File: config.mk
export PLATFORM = sky130hd
export DESIGN_NAME = lpmf_front
export DESIGN_NICKNAME = d
export VERILOG_FILES = /design/src/rtl/core/lpmf_pkg.sv /design/src/rtl/core/lpmf_front.sv
export SDC_FILE = /design/constraint.sdc
export NUM_CORES = 1
export LEC_CHECK = 0
export BUFFER_PORTS_ARGS = -buffer_cell sky130_fd_sc_hd__buf_2
export CAP_MARGIN = 10
export CORE_ASPECT_RATIO = 1.75
export CORE_MARGIN = 2
export CORE_UTILIZATION = 50
export CTS_CLUSTER_SIZE = 16
export DETAILED_ROUTE_END_ITERATION = 10
export HOLD_SLACK_MARGIN = 0.08
export MAX_ROUTING_LAYER = met4
export PLACE_DENSITY = 0.77
export SYNTH_ARGS = -nofsm -noshare
export SYNTH_HDL_FRONTEND = slang
export SYNTH_SLANG_ARGS = --single-unit
File: constraint.sdc
create_clock -name clk -period 9.5 [get_ports clk]
set_input_delay 1.9 -clock clk [delete_from_list [all_inputs] [get_ports clk]]
set_output_delay 1.9 -clock clk [all_outputs]
set_load 0.01 [all_outputs]
File: src/rtl/core/lpmf_pkg.sv
`default_nettype none
package lpmf_pkg;

  // Ring geometry
  localparam int BUF_BYTES = 1024;
  localparam int PTR_W     = $clog2(BUF_BYTES);
  localparam int CNT_W     = PTR_W + 1;
  localparam int LEN_W     = PTR_W;
  localparam int MAX_LEN   = BUF_BYTES - 2;

  // Message slot ring
  localparam int SLOT_W     = 8;
  localparam int SLOT_DEPTH = 1 << SLOT_W;
  localparam logic [SLOT_W-1:0] SLOTS_RESET = SLOT_W'(16);
  localparam logic [SLOT_W-1:0] SLOTS_MIN   = SLOT_W'(2);

  // Field widths
  localparam int CMD_W    = 2;
  localparam int MLEN_W   = 16;
  localparam int BYTE_W   = 8;
  localparam int OFFS_W   = 10;
  localparam int STATUS_W = 3;

  // Decoupling queues
  localparam int QDEPTH = 2;
  localparam int QPTR_W = 1;
  localparam int QCNT_W = 2;

  // Command codes
  localparam logic [CMD_W-1:0] CMD_BEGIN   = 2'd0;
  localparam logic [CMD_W-1:0] CMD_DATA    = 2'd1;
  localparam logic [CMD_W-1:0] CMD_READ    = 2'd2;
  localparam logic [CMD_W-1:0] CMD_DISCARD = 2'd3;

  // Status codes
  localparam logic [STATUS_W-1:0] ST_OK       = 3'd0;
  localparam logic [STATUS_W-1:0] ST_TOO_LONG = 3'd1;
  localparam logic [STATUS_W-1:0] ST_EMPTY    = 3'd2;
  localparam logic [STATUS_W-1:0] ST_OFFSET   = 3'd3;
  localparam logic [STATUS_W-1:0] ST_SEQ      = 3'd4;

  typedef enum logic [1:0] {
    OP_BEGIN,
    OP_DATA,
    OP_READ,
    OP_DISCARD
  } op_t;

  // Classified request handed from front to back
  typedef struct packed {
    op_t               op;
    logic              too_long;
    logic [MLEN_W-1:0] msg_len;
    logic [BYTE_W-1:0] data_byte;
    logic [OFFS_W-1:0] read_offset;
  } cmd_t;

  // One result item
  typedef struct packed {
    logic [STATUS_W-1:0] status;
    logic [BYTE_W-1:0]   read_byte;
    logic [LEN_W-1:0]    head_len;
    logic [CNT_W-1:0]    used_bytes;
    logic [SLOT_W-1:0]   msg_count;
    logic [SLOT_W-1:0]   dropped;
  } result_t;

endpackage
`default_nettype wire

File: src/rtl/core/lpmf_front.sv
`default_nettype none
module lpmf_front (
  input  wire logic                        clk,
  input  wire logic                        rst_n,
  input  wire logic                        push,
  output logic                             full,
  input  wire logic [lpmf_pkg::CMD_W-1:0]  in_cmd,
  input  wire logic [lpmf_pkg::MLEN_W-1:0] in_msg_len,
  input  wire logic [lpmf_pkg::BYTE_W-1:0] in_data_byte,
  input  wire logic [lpmf_pkg::OFFS_W-1:0] in_read_offset,
  input  wire logic                        deq,
  output logic                             cq_empty,
  output lpmf_pkg::cmd_t                   cq_head
);
  import lpmf_pkg::*;

  cmd_t              entry_r [QDEPTH];
  logic [QPTR_W-1:0] wr_idx_r;
  logic [QPTR_W-1:0] rd_idx_r;
  logic [QCNT_W-1:0] cnt_r;
  logic [QCNT_W-1:0] cnt_nxt;
  cmd_t              cls;
  logic              do_push;
  logic              do_pop;

  // Classify the incoming request
  always_comb begin
    case (in_cmd)
      CMD_BEGIN:   cls.op = OP_BEGIN;
      CMD_DATA:    cls.op = OP_DATA;
      CMD_READ:    cls.op = OP_READ;
      CMD_DISCARD: cls.op = OP_DISCARD;
      default:     cls.op = OP_DISCARD;
    endcase
    cls.too_long    = (in_msg_len > MLEN_W'(MAX_LEN));
    cls.msg_len     = in_msg_len;
    cls.data_byte   = in_data_byte;
    cls.read_offset = in_read_offset;
  end

  assign full     = (cnt_r == QCNT_W'(QDEPTH));
  assign cq_empty = (cnt_r == '0);
  assign cq_head  = entry_r[rd_idx_r];
  assign do_push  = push && !full;
  assign do_pop   = deq && !cq_empty;

  always_comb begin
    cnt_nxt = cnt_r;
    if (do_push && !do_pop) begin
      cnt_nxt = cnt_r + QCNT_W'(1);
    end else if (!do_push && do_pop) begin
      cnt_nxt = cnt_r - QCNT_W'(1);
    end
  end

  // Queue pointers
  always_ff @(posedge clk) begin
    if (!rst_n) begin
      wr_idx_r <= '0;
      rd_idx_r <= '0;
      cnt_r    <= '0;
    end else begin
      cnt_r <= cnt_nxt;
      if (do_push) begin
        wr_idx_r <= wr_idx_r + QPTR_W'(1);
      end
      if (do_pop) begin
        rd_idx_r <= rd_idx_r + QPTR_W'(1);
      end
    end
  end

  // Entry storage
  always_ff @(posedge clk) begin
    if (do_push) begin
      entry_r[wr_idx_r] <= cls;
    end
  end

endmodule
`default_nettype wire

==> impl_metrics.env <==
export IMPL_min_to="cnt_r[1]"
export IMPL_antenna_found_initial=0
export IMPL_die_w_um=61.9
export IMPL_drive_gt1_share_pct=56.1
export IMPL_vias=1575
export IMPL_antenna_cells=0
export IMPL_dp_hpwl_um=3320
export IMPL_cp_max_fo=37
export IMPL_multi_input_area_um2=581
export IMPL_synth_ff_type="edfxtp_1"
export IMPL_core_rowCount=36
export IMPL_fin_crit_sh_pct=39.4
export IMPL_routed_via_density=5.03
export IMPL_synth_avg_cell_area_um2=19.8
export IMPL_overflow=0
export IMPL_portBuffers=78
export IMPL_path_buf_inv=1
export IMPL_min_period_ns=3.74
export IMPL_drcViolationCount=0
export IMPL_cts_repair_resized=0
export IMPL_crit_slowest_cell="dfxtp_2"
export IMPL_dp_cells=297
export IMPL_hold_start="cnt_r[1]"
export IMPL_wire_per_inst_um=15.7
export IMPL_core_area_mm2=0.00563
export IMPL_pin_count=79
export IMPL_clock_root_buffer="clkbuf_8"
export IMPL_dr_pass1_iters=4
export IMPL_synth_cell_type_count=21
export IMPL_drtIter0Drc=53
export IMPL_syn_to_final_growth_pct=25.0
export IMPL_crit_family="flip-flops"
export IMPL_gp_congestion=0.708
export IMPL_layout_area_seq_mm2=0.00232
export IMPL_grt_setup_unrepaired="no"
export IMPL_hp_class="reg2reg"
export IMPL_synth_cells=148
export IMPL_htreeDepth=3
export IMPL_grt_max_degree=38
export IMPL_synth_edf_count=74
export IMPL_cts_made_buffers=9
export IMPL_setup_viol=0
export IMPL_grt_pass1_wl_um=7380
export IMPL_yosysSeqAreaShare_pct=79.2
export IMPL_die_area_mm2=0.00652
export IMPL_start_util_pct=52.1
export IMPL_fp_dieH_um=105
export IMPL_synth_seq_cells=79
export IMPL_max_slew_worst_pin_slew_ns=0.981
export IMPL_crit_required_ns=7.60
export IMPL_hold_depth=2
export IMPL_antenna_left=0
export IMPL_end_kind="output port"
export IMPL_hold_viol=0
export IMPL_grt_usage_pct=16.5
export IMPL_syn_nets=189
export IMPL_clock_sinks=79
export IMPL_cp_start_kind="flip-flop"
export IMPL_status="finished, final reports clean"
export IMPL_rr_startpoint="cnt_r[0]"
export IMPL_final_cells=313
export IMPL_fin_tns_setup_ns=0
export IMPL_slew_headroom_pct=34.3
export IMPL_synth_area_mm2=0.00293
export IMPL_final_nets=273
export IMPL_rrSetupSlack_ns=7.26
export IMPL_insertion_delay_ns=0.35
export IMPL_cts_tree="built"
export IMPL_slew_violations=0
export IMPL_power_density_mw_per_mm2=273
export IMPL_cts_hold_buf=0
export IMPL_synthArstFlopShare_pct=0
export IMPL_crit_chain="mux2_2 -> buf_2"
export IMPL_fin_util_pct=65.1
export IMPL_max_stage_delay_ns=0.91
export IMPL_drv_cap=0
export IMPL_clock_fmax_ghz=0.267
export IMPL_power_leakage_nw=1.36
export IMPL_hold_ws_ns=0.533
export IMPL_worst_r2r_cell_count=4
export IMPL_fill_cells=429
export IMPL_clk_pin_slew_worst_paths_ns=0.07
export IMPL_grt_pass1_vias=1594
export IMPL_clockBufferDepth=2
export IMPL_synth_warnings=0
export IMPL_ir_drop_mv=0.187
export IMPL_cts_setup_buffers=0
export IMPL_path_class="reg2out"
export IMPL_wl_um=4900
export IMPL_reg2reg_to="entry_r[0][19]"
export IMPL_worstPathArrival_ns=1.84
export IMPL_clock_skew_ns=0.00720
flip-flops by register name, indices dropped and copies added (netlist names), named ones only:
name	count
rd_idx_r	1
wr_idx_r	1
cnt_r	2
entry_r	74
synth_stat cells, types with 3 or more instances:
cell type  instances  area share, %
and2_1             3           0.64
buf_2              4           0.68
dfxtp_1            5            3.4
edfxtp_1          74             76
mux2_2            37             14
placed cells by master (no fill, tap or decap), drive strengths merged, types with 3 or more instances in the layout:
master	count
mux2	37
edfxtp	74
and2	3
bufinv	4
buf	79
dfxtp	5
clkbuf	9
area by class of cell:
class	instances	area share [%]
Sequential cell	79	63.4
Clock buffer	9	3.38
Inverter	2	0.205
Tap cell	76	2.60
Clock inverter	7	3.69
Multi-Input combinational cell	61	15.8
Timing Repair Buffer	79	10.9
power breakdown:
| part | switching [mW] | internal, mW | leakage, nW |
|---|---|---|---|
| Combinational | 0.103 | 0.111 | 0.511 |
| Clock | 0.113 | 0.199 | 0.125 |
| Sequential | 0.0351 | 0.438 | 0.727 |
worst min-delay path, delay by kind of cell, from the launching register on:
| family | cells | cell delay [ns] |
|---|---|---|
| DFF | 1 | 0.34 |
| AOI/OAI and AO/OA | 2 | 0.15 |
per-stage QoR:
| step | total power, mW | instance area (um2) | setup slack, ns |
|---|---|---|---|
| final | 0.999 | 3660 | 5.76 |
| after global placement | 0.694 | 3400 | 5.85 |
| after detailed placement | 0.699 | 3400 | 5.79 |
| after floorplan | 0.615 | 2930 | 4.48 |
| after CTS | 1.01 | 3660 | 5.73 |
| after global routing | 1.04 | 3660 | 5.65 |
worst max path at each step:
stage	slack, ns	end	cells after the start	startpoint
final	5.76	cq_head[34]	2	flip-flop
after global routing	5.65	cq_head[29]	2	flip-flop
after CTS	5.73	cq_head[34]	2	flip-flop
after detailed placement	5.79	entry_r[0][25]	4	push
after global placement	5.85	entry_r[0][24]	4	push
after floorplan	4.48	entry_r[0][0]	2	push
cells by family (layout without fill, tap and decap cells):
kind of cell / after synthesis / after routing / share of synthesized area (%)
AO/OA/AOI/OAI: 5 / 5 / 1.11
XOR/XNOR: 3 / 3 / 0.896
adder cells (fa/ha/maj): 1 / 1 / 0.427
buffers and inverters: 8 / 97 / 1.20
flip-flops: 79 / 79 / 79.2
multiplexers: 37 / 37 / 14.2
AND/OR/NAND/NOR: 15 / 15 / 2.95
per-layer routing:
layer | vias up | wire length (um) | track usage [%]
li1 | 744 | - | -
met4 | 0 | 110 | 7.75
met3 | 11 | 264 | 5.28
met2 | 58 | 2740 | 27.7
met1 | 762 | 1790 | 16.7
met5 | - | 0 | -
Power figures use the tool's default switching activity.
