===== src/rtl/core/lpmf_pkg.sv =====
`default_nettype none
package lpmf_pkg;

  // Ring geometry
  localparam int BUF_BYTES = 1024;
  localparam int PTR_W     = $clog2(BUF_BYTES);
  localparam int CNT_W     = PTR_W + 1;
  localparam int LEN_W     = PTR_W;
  localparam int MAX_LEN   = BUF_BYTES - 2;

  // Message slot ring
  localparam int SLOT_W     = 8;
  localparam int SLOT_DEPTH = 1 << SLOT_W;
  localparam logic [SLOT_W-1:0] SLOTS_RESET = SLOT_W'(16);
  localparam logic [SLOT_W-1:0] SLOTS_MIN   = SLOT_W'(2);

  // Field widths
  localparam int CMD_W    = 2;
  localparam int MLEN_W   = 16;
  localparam int BYTE_W   = 8;
  localparam int OFFS_W   = 10;
  localparam int STATUS_W = 3;

  // Decoupling queues
  localparam int QDEPTH = 2;
  localparam int QPTR_W = 1;
  localparam int QCNT_W = 2;

  // Command codes
  localparam logic [CMD_W-1:0] CMD_BEGIN   = 2'd0;
  localparam logic [CMD_W-1:0] CMD_DATA    = 2'd1;
  localparam logic [CMD_W-1:0] CMD_READ    = 2'd2;
  localparam logic [CMD_W-1:0] CMD_DISCARD = 2'd3;

  // Status codes
  localparam logic [STATUS_W-1:0] ST_OK       = 3'd0;
  localparam logic [STATUS_W-1:0] ST_TOO_LONG = 3'd1;
  localparam logic [STATUS_W-1:0] ST_EMPTY    = 3'd2;
  localparam logic [STATUS_W-1:0] ST_OFFSET   = 3'd3;
  localparam logic [STATUS_W-1:0] ST_SEQ      = 3'd4;

  typedef enum logic [1:0] {
    OP_BEGIN,
    OP_DATA,
    OP_READ,
    OP_DISCARD
  } op_t;

  // Classified request handed from front to back
  typedef struct packed {
    op_t               op;
    logic              too_long;
    logic [MLEN_W-1:0] msg_len;
    logic [BYTE_W-1:0] data_byte;
    logic [OFFS_W-1:0] read_offset;
  } cmd_t;

  // One result item
  typedef struct packed {
    logic [STATUS_W-1:0] status;
    logic [BYTE_W-1:0]   read_byte;
    logic [LEN_W-1:0]    head_len;
    logic [CNT_W-1:0]    used_bytes;
    logic [SLOT_W-1:0]   msg_count;
    logic [SLOT_W-1:0]   dropped;
  } result_t;

endpackage
`default_nettype wire


===== src/rtl/core/lpmf_res_fifo.sv =====
`default_nettype none
module lpmf_res_fifo (
  input  wire logic              clk,
  input  wire logic              rst_n,
  input  wire logic              res_push,
  input  wire lpmf_pkg::result_t res_in,
  output logic                   res_full,
  input  wire logic              pop,
  output logic                   empty,
  output lpmf_pkg::result_t      res_head
);
  import lpmf_pkg::*;

  result_t           entry_r [QDEPTH];
  logic [QPTR_W-1:0] wr_idx_r;
  logic [QPTR_W-1:0] rd_idx_r;
  logic [QCNT_W-1:0] cnt_r;
  logic [QCNT_W-1:0] cnt_nxt;
  logic              do_push;
  logic              do_pop;

  assign res_full = (cnt_r == QCNT_W'(QDEPTH));
  assign empty    = (cnt_r == '0);
  assign res_head = entry_r[rd_idx_r];
  assign do_push  = res_push && !res_full;
  assign do_pop   = pop && !empty;

  always_comb begin
    cnt_nxt = cnt_r;
    if (do_push && !do_pop) begin
      cnt_nxt = cnt_r + QCNT_W'(1);
    end else if (!do_push && do_pop) begin
      cnt_nxt = cnt_r - QCNT_W'(1);
    end
  end

  // Queue pointers
  always_ff @(posedge clk) begin
    if (!rst_n) begin
      wr_idx_r <= '0;
      rd_idx_r <= '0;
      cnt_r    <= '0;
    end else begin
      cnt_r <= cnt_nxt;
      if (do_push) begin
        wr_idx_r <= wr_idx_r + QPTR_W'(1);
      end
      if (do_pop) begin
        rd_idx_r <= rd_idx_r + QPTR_W'(1);
      end
    end
  end

  // Entry storage
  always_ff @(posedge clk) begin
    if (do_push) begin
      entry_r[wr_idx_r] <= res_in;
    end
  end

endmodule
`default_nettype wire


===== config.mk =====
export PLATFORM = sky130hd
export DESIGN_NAME = lpmf_res_fifo
export DESIGN_NICKNAME = d
export VERILOG_FILES = /design/src/rtl/core/lpmf_pkg.sv /design/src/rtl/core/lpmf_res_fifo.sv
export SDC_FILE = /design/constraint.sdc
export NUM_CORES = 1
export LEC_CHECK = 0
export ABC_AREA = 1
export BUFFER_PORTS_ARGS = -buffer_cell sky130_fd_sc_hd__buf_2
export CAP_MARGIN = 0
export CORE_UTILIZATION = 40
export DETAILED_ROUTE_END_ITERATION = 8
export GPL_ROUTABILITY_DRIVEN = 1
export PLACE_DENSITY = 0.66
export SLEW_MARGIN = 10
export SYNTH_ARGS = -nofsm -noshare
export SYNTH_HDL_FRONTEND = slang
export SYNTH_SLANG_ARGS = --single-unit

===== constraint.sdc =====
create_clock -name clk -period 2.8 [get_ports clk]
set_input_delay 0.14 -clock clk [delete_from_list [all_inputs] [get_ports clk]]
set_output_delay 0.14 -clock clk [all_outputs]
set_load 0.05 [all_outputs]

==> impl_metrics.py, run 1 <==
metrics = {
    "sta": {
        "relSlewSlack_pct": 62.38,
        "fmax_ghz": 0.4690,
        "finalCriticalPeriod_ns": 2.132,
        "finClkSkew_ns": 0.01180,
        "rsz0062_at_grt": "no",
        "tightest_slew_ns": 0.5644,
        "finalSetupViolCount": 0,
        "slew_viol_final": 0,
        "finalCritPeriodShare_pct": 76.16,
        "hold_viol": 0,
    },
    "grt": {
        "grt_usage_pct": 14.85,
        "antenna_found_initial": 0,
        "grt_pass1_wl_um": 10870,
        "grt_pass1_vias": 2292,
        "grt_max_degree": 23,
        "overflow": 0,
    },
    "floorplan": {
        "fp.dieH_um": 99.26,
        "initial_utilization_pct": 41.14,
        "core_um2": 9196,
        "dieArea_um2": 9852,
        "io_pins": 102,
        "fp.dieW_um": 99.26,
        "core.rowCount": 35,
    },
    "synthesis": {
        "synth-xor-area-share_pct": 0,
        "yosysSeqAreaShare_pct": 78.84,
        "synth_top_area_cell": "edfxtp_1",
        "synth_area_um2": 3784,
        "avgSynthCellArea_um2": 20.23,
        "muxShareOfSynthArea_pct": 16.27,
        "yosys_warnings": 0,
        "synth-adder-area-share_pct": 0.3307,
        "ys_seq_elements": 101,
        "synth_cells": 187,
        "synth_top_family_by_area": "multiplexers",
        "synth_nets": 240,
        "synth_simple_gate_area_share_pct": 1.984,
        "yosysTopAreaCellShare_pct": 76.19,
        "synth_area_leaders": "edfxtp_1 76%, mux2_2 8.3%, mux2_4 7.9%",
        "synth_cell_types": 15,
        "synth_compound_area_share_pct": 0.5291,
    },
    "clock_tree": {
        "postCtsHoldBufs": 48,
        "clkTransAtPathRegs_ns": 0.09,
        "htreeDepth": 3,
        "clock_sinks": 101,
        "cts_tree": "yes",
        "cts_buffers": 9,
        "post_cts_buffers": 0,
        "cts_resized": 0,
        "cts_buffer_depth": 2,
        "clock_latency_ns": 0.35,
        "cts_root_buf": "clkbuf_8",
    },
    "place": {
        "dp_hpwl_um": 4347,
        "dp_cells": 400,
        "io_buffers": 101,
        "gp_congestion": 0.6942,
    },
    "power": {
        "p_per_area_nw_per_um2": 905.2,
        "vdd_ir_drop_max_uv": 491.8,
        "p_leak_nw": 2.010,
        "power_w": 0.004649,
    },
    "worst_setup_path": {
        "critPathArrivalTime_ns": 1.99,
        "crit_required_ns": 2.66,
        "cp-start-kind": "flip-flop",
        "critPathKind": "reg -> out",
        "worstPathMaxFanout": 22,
        "end_kind": "output pin",
        "regToRegSetupSlack_ns": 1.08,
    },
    "final_layout": {
        "layout_common_cells": "101 x buf_2, 96 x edfxtp_1, 48 x dlygate4sd3_1, 28 x mux2_2, 20 x mux2_4",
        "final_common_cell": "buf_2",
        "syn2layout_area_growth_pct": 35.75,
        "final_cell_count_no_fill": 463,
        "fin_nets": 401,
        "drive_gt1_share_pct": 49.15,
        "diodes": 0,
        "fillers": 774,
    },
    "status": {
        "status": "finished, final reports clean",
    },
    "drt": {
        "viasPerCell": 4.665,
        "ant_nets": 0,
        "vias": 2160,
        "first_pass_iters": 4,
        "drc": 0,
        "wirelength_um": 6817,
        "drt_iter0_markers": 42,
        "wire_per_inst_um": 14.72,
    },
    "run": {
        "maxCapViolCount": 0,
    },
    "min_path": {
        "worstHoldPathType": "in -> reg",
    },
}
[report_power, final]
part	switching (W)	internal [W]	leakage, nW
clock network	0.000473	0.000499	0.105
registers	0.0000951	0.00191	0.937
logic	0.00115	0.000521	0.967
total	0.00172	0.00293	2.01
[registers in the layout, indices dropped and copies added, names as in the netlist, named ones only]
| signal | cells |
|---|---|
| rd_idx_r | 1 |
| cnt_r | 2 |
| entry_r | 96 |
| wr_idx_r | 1 |
[cell type report]
| cell class | count | area, um2 | area share, % |
|---|---|---|---|
| Sequential cell | 101 | 2984 | 58.10 |
| Clock inverter | 6 | 86.33 | 1.681 |
| Tap cell | 111 | 138.9 | 2.704 |
| Multi-Input combinational cell | 72 | 738.2 | 14.37 |
| Inverter | 9 | 33.78 | 0.6577 |
| Clock buffer | 9 | 123.9 | 2.412 |
| Timing Repair Buffer | 155 | 1031 | 20.07 |
[synth_stat cells (all sizes together)]
| cell type | number |
|---|---|
| buf | 5 |
| nand2 | 6 |
| o21ai | 3 |
| edfxtp | 96 |
| a21oi | 1 |
| nor2 | 11 |
| nand4 | 1 |
| inv | 9 |
| nand3 | 1 |
| ha | 1 |
| mux2 | 48 |
| dfxtp | 5 |
[worst max-delay path: stages, from the launching register on]
cell,delay [ns]
dfxtp_2,0.70
buf_4,0.37
mux2_2,0.37
buf_2,0.21
[final timing paths]
check                 start  cells after the start            to
hold reg to reg    rd_idx_r                      2     flip-flop
hold / removal        rst_n                      3      cnt_r[1]
setup / recovery  flip-flop                      3  res_head[46]
setup reg to reg   cnt_r[1]                      9      cnt_r[1]
[metal layers]
metal / GRT usage, % / vias to the layer above / wire length [um]
met1: 17.19 / 1053 / 2907
met5: 0 / - / 0
met3: 3.795 / 8 / 327
li1: - / 1027 / -
met4: 6.448 / 0 / 82
met2: 26.12 / 72 / 3499
[kinds of logic after synthesis]
kind of cell | count (synthesis)
compound gates | 4
simple gates | 19
fa+ha+maj | 1
buf+inv | 14
flops | 101
mux | 48
[through the flow]
stage               area [um2]  TNS, ns  setup WS, ns  util [%]  hold slack, ns
floorplan                 3784   -15.78       -0.1644         -          0.2389
global placement          4446        0         1.023     48.34          0.3274
detailed placement        4446        0         1.003     48.34          0.3320
CTS                       5136        0        0.6046     55.85         0.02527
global route              5136        0        0.5254     55.85         0.03908
finish                    5136        0        0.6676     55.85         0.05163
Power figures use the tool's default switching activity.
==> run 2: changes to the inputs <==
ABC_AREA = 0   (was 1)
clock period = 1.9 ns   (was 2.8 ns; I/O delays follow)
==> run 2 against run 1 <==
  * The run now ends with DRC left
  * Via count is 3.4% lower
  * Combinational power is 64% higher
  * Final area is 0.97% lower
  * Flip-flop and latch count stayed put
  * Critical endpoint is now res_head[45]
==> impl_metrics.py, run 2 <==
metrics = {
    "final_layout": {
        "reg_top3": "entry_r x96, cnt_r x2",
        "regArea_um2": 2985,
        "regMostFlops": "entry_r",
        "drive_gt1_share_pct": 51.32,
        "final_common_cell": "buf_2",
        "largest_reg_flops": 96,
        "fillers": 692,
        "syn2layout_area_growth_pct": 37.56,
        "fin_nets": 389,
        "final_cell_count_no_fill": 449,
        "layout_common_cells": "101 x buf_2, 96 x edfxtp_1, 49 x dlygate4sd3_1, 46 x mux2_2, 9 x clkbuf_8",
        "multi_input_area_um2": 681.9,
        "diodes": 0,
    },
    "drt": {
        "wire_per_inst_um": 14.89,
        "first_pass_iters": 8,
        "viasPerCell": 4.646,
        "ant_nets": 0,
        "wirelength_um": 6686,
        "vias": 2086,
        "drt_iter0_markers": 43,
        "drc": 4,
    },
    "sta": {
        "slew_viol_final": 0,
        "tightest_slew_ns": 0.4066,
        "finalCritPeriodShare_pct": 92.71,
        "hold_viol": 0,
        "finClkSkew_ns": 0.01094,
        "finalCriticalPeriod_ns": 1.761,
        "finalSetupViolCount": 0,
        "rsz0062_at_grt": "no",
        "fmax_ghz": 0.5677,
        "relSlewSlack_pct": 72.89,
        "setup_tns_ns": 0,
    },
    "grt": {
        "use_met1_pct": 17.06,
        "antenna_found_initial": 0,
        "grt_usage_pct": 14.40,
        "overflow": 0,
        "grtUsageMet2_pct": 24.70,
        "grt_pass1_vias": 2195,
        "grt_use_met3_pct": 3.722,
        "grt_pass1_wl_um": 10470,
        "busiest_layer": "met2",
        "grt_max_degree": 32,
    },
    "min_path": {
        "worstHoldPathType": "in -> reg",
    },
    "floorplan": {
        "initial_utilization_pct": 41.78,
        "core.rowCount": 34,
        "dieArea_um2": 9631,
        "core_um2": 8848,
        "io_pins": 102,
        "fp.dieW_um": 98.14,
        "fp.dieH_um": 98.14,
    },
    "clock_tree": {
        "clock_latency_ns": 0.36,
        "clkTransAtPathRegs_ns": 0.10,
        "htreeDepth": 3,
        "cts_buffers": 9,
        "cts_tree": "yes",
        "cts_root_buf": "clkbuf_8",
        "cts_buffer_depth": 2,
        "clock_sinks": 101,
    },
    "worst_setup_path": {
        "cp-start-kind": "flip-flop",
        "end_kind": "output pin",
        "critPathKind": "reg -> out",
        "crit_required_ns": 1.80,
        "worstPathMaxFanout": 30,
        "critPathArrivalTime_ns": 1.67,
    },
    "synthesis": {
        "avgSynthCellArea_um2": 21.25,
        "synthArstFlopShare_pct": 0,
        "synth-edff-count": 96,
        "synth_cells": 174,
        "synth_nets": 227,
        "ys.flop_type": "edfxtp_1",
        "ys_seq_elements": 101,
        "synth_cell_types": 23,
        "yosysSeqAreaShare_pct": 80.68,
        "yosysMostFrequentCell": "edfxtp_1",
        "synth_area_leaders": "edfxtp_1 78%, mux2_2 14%, dfxtp_1 2.7%",
        "ys_top_cells_by_count": "96 x edfxtp_1, 46 x mux2_2, 5 x dfxtp_1, 3 x and2_1",
        "yosys_warnings": 0,
        "synth_top_area_cell": "edfxtp_1",
        "yosysTopAreaCellShare_pct": 77.97,
        "synth_area_um2": 3697,
    },
    "power": {
        "p_per_area_nw_per_um2": 1381,
        "vdd_ir_drop_max_uv": 659.4,
        "p_leak_nw": 1.925,
    },
    "place": {
        "io_buffers": 101,
        "dp_hpwl_um": 3988,
        "dp_cells": 384,
        "gp_congestion": 0.6884,
    },
    "status": {
        "status": "finished with violations",
        "violations": "DRC",
    },
    "run": {
        "maxCapViolCount": 0,
    },
}
==> run 2: cell types whose count changed after synthesis, moves of 2 or more <==
cell     previous run  this run
mux2_4             20         0
mux2_2             28        46
nor2_1             11         2
inv_1               9         1
nand2_1             6         0
and2_1              0         3
mux2_1              0         2
xnor2_1             0         2
==> run 2: path summary, 6_finish.rpt <==
kind	start	to	slack (ns)	depth (start not counted)
min reg2reg	cnt_r[1]	cnt_r[1]	0.59	2
max reg2reg	cnt_r[1]	cnt_r[1]	0.37	6
min	res_push	wr_idx_r	0.14	3
max	flip-flop	res_head[45]	0.14	3
==> run 2: layout make-up <==
cell class,instances,area share (%)
timing repair buffer,156,20.96
multi-input combinational,66,13.41
clock buffer,9,2.435
tap,108,2.657
clock inverter,7,1.599
inverter,2,0.2460
sequential,101,58.70
==> run 2: worst max-delay path, stage by stage (launching register included) <==
cell,delay [ns]
dfxtp_2,0.33
buf_4,0.36
mux2_2,0.39
buf_2,0.21
==> run 2: kinds of logic after synthesis <==
kind of cell	share of synthesized area [%]
AOI/OAI and AO/OA	0.8798
xor gates and xnor gates	0.7108
adders and majority gates	0.3384
buffers and inverters	1.286
DFF	80.68
muxes	14.62
and+or+nand+nor	1.489
==> run 2: per-stage QoR <==
| stage | utilization [%] | total power (W) | area (um2) | setup WS [ns] | hold slack [ns] |
|---|---|---|---|---|---|
| finish | 57.48 | 0.007026 | 5086 | 0.1385 | 0.1365 |
| global route | 57.48 | 0.007326 | 5086 | 0.03867 | 0.1397 |
| CTS | 57.48 | 0.007108 | 5086 | 0.09487 | 0.1227 |
| detailed placement | 49.62 | 0.005630 | 4390 | 0.3823 | 0.2872 |
| global placement | 49.62 | 0.005604 | 4390 | 0.4465 | 0.2822 |
| floorplan | - | 0.005055 | 3719 | -0.3125 | 0.1939 |
==> run 2: report_power, final <==
part	total [W]	switching, W	internal [W]
sequential	0.00289	0.0000892	0.00280
combinational	0.00275	0.00191	0.000835
clock	0.00139	0.000764	0.000630
total	0.00703	0.00276	0.00426
==> run 2: timing repair <==
action                     in CTS  in global routing
setup endpoints to repair       0                  0
hold endpoints to repair      100                  0
gates resized for setup         0                  0
hold buffers                   49                  0
setup buffers                   0                  0
==> run 2: layer usage <==
metal	part of all wire [%]	wire length, um	vias up
met5	0	0	-
met4	1.6	104	0
met3	6.0	401	10
met2	49	3299	74
met1	43	2880	996
li1	-	-	1006
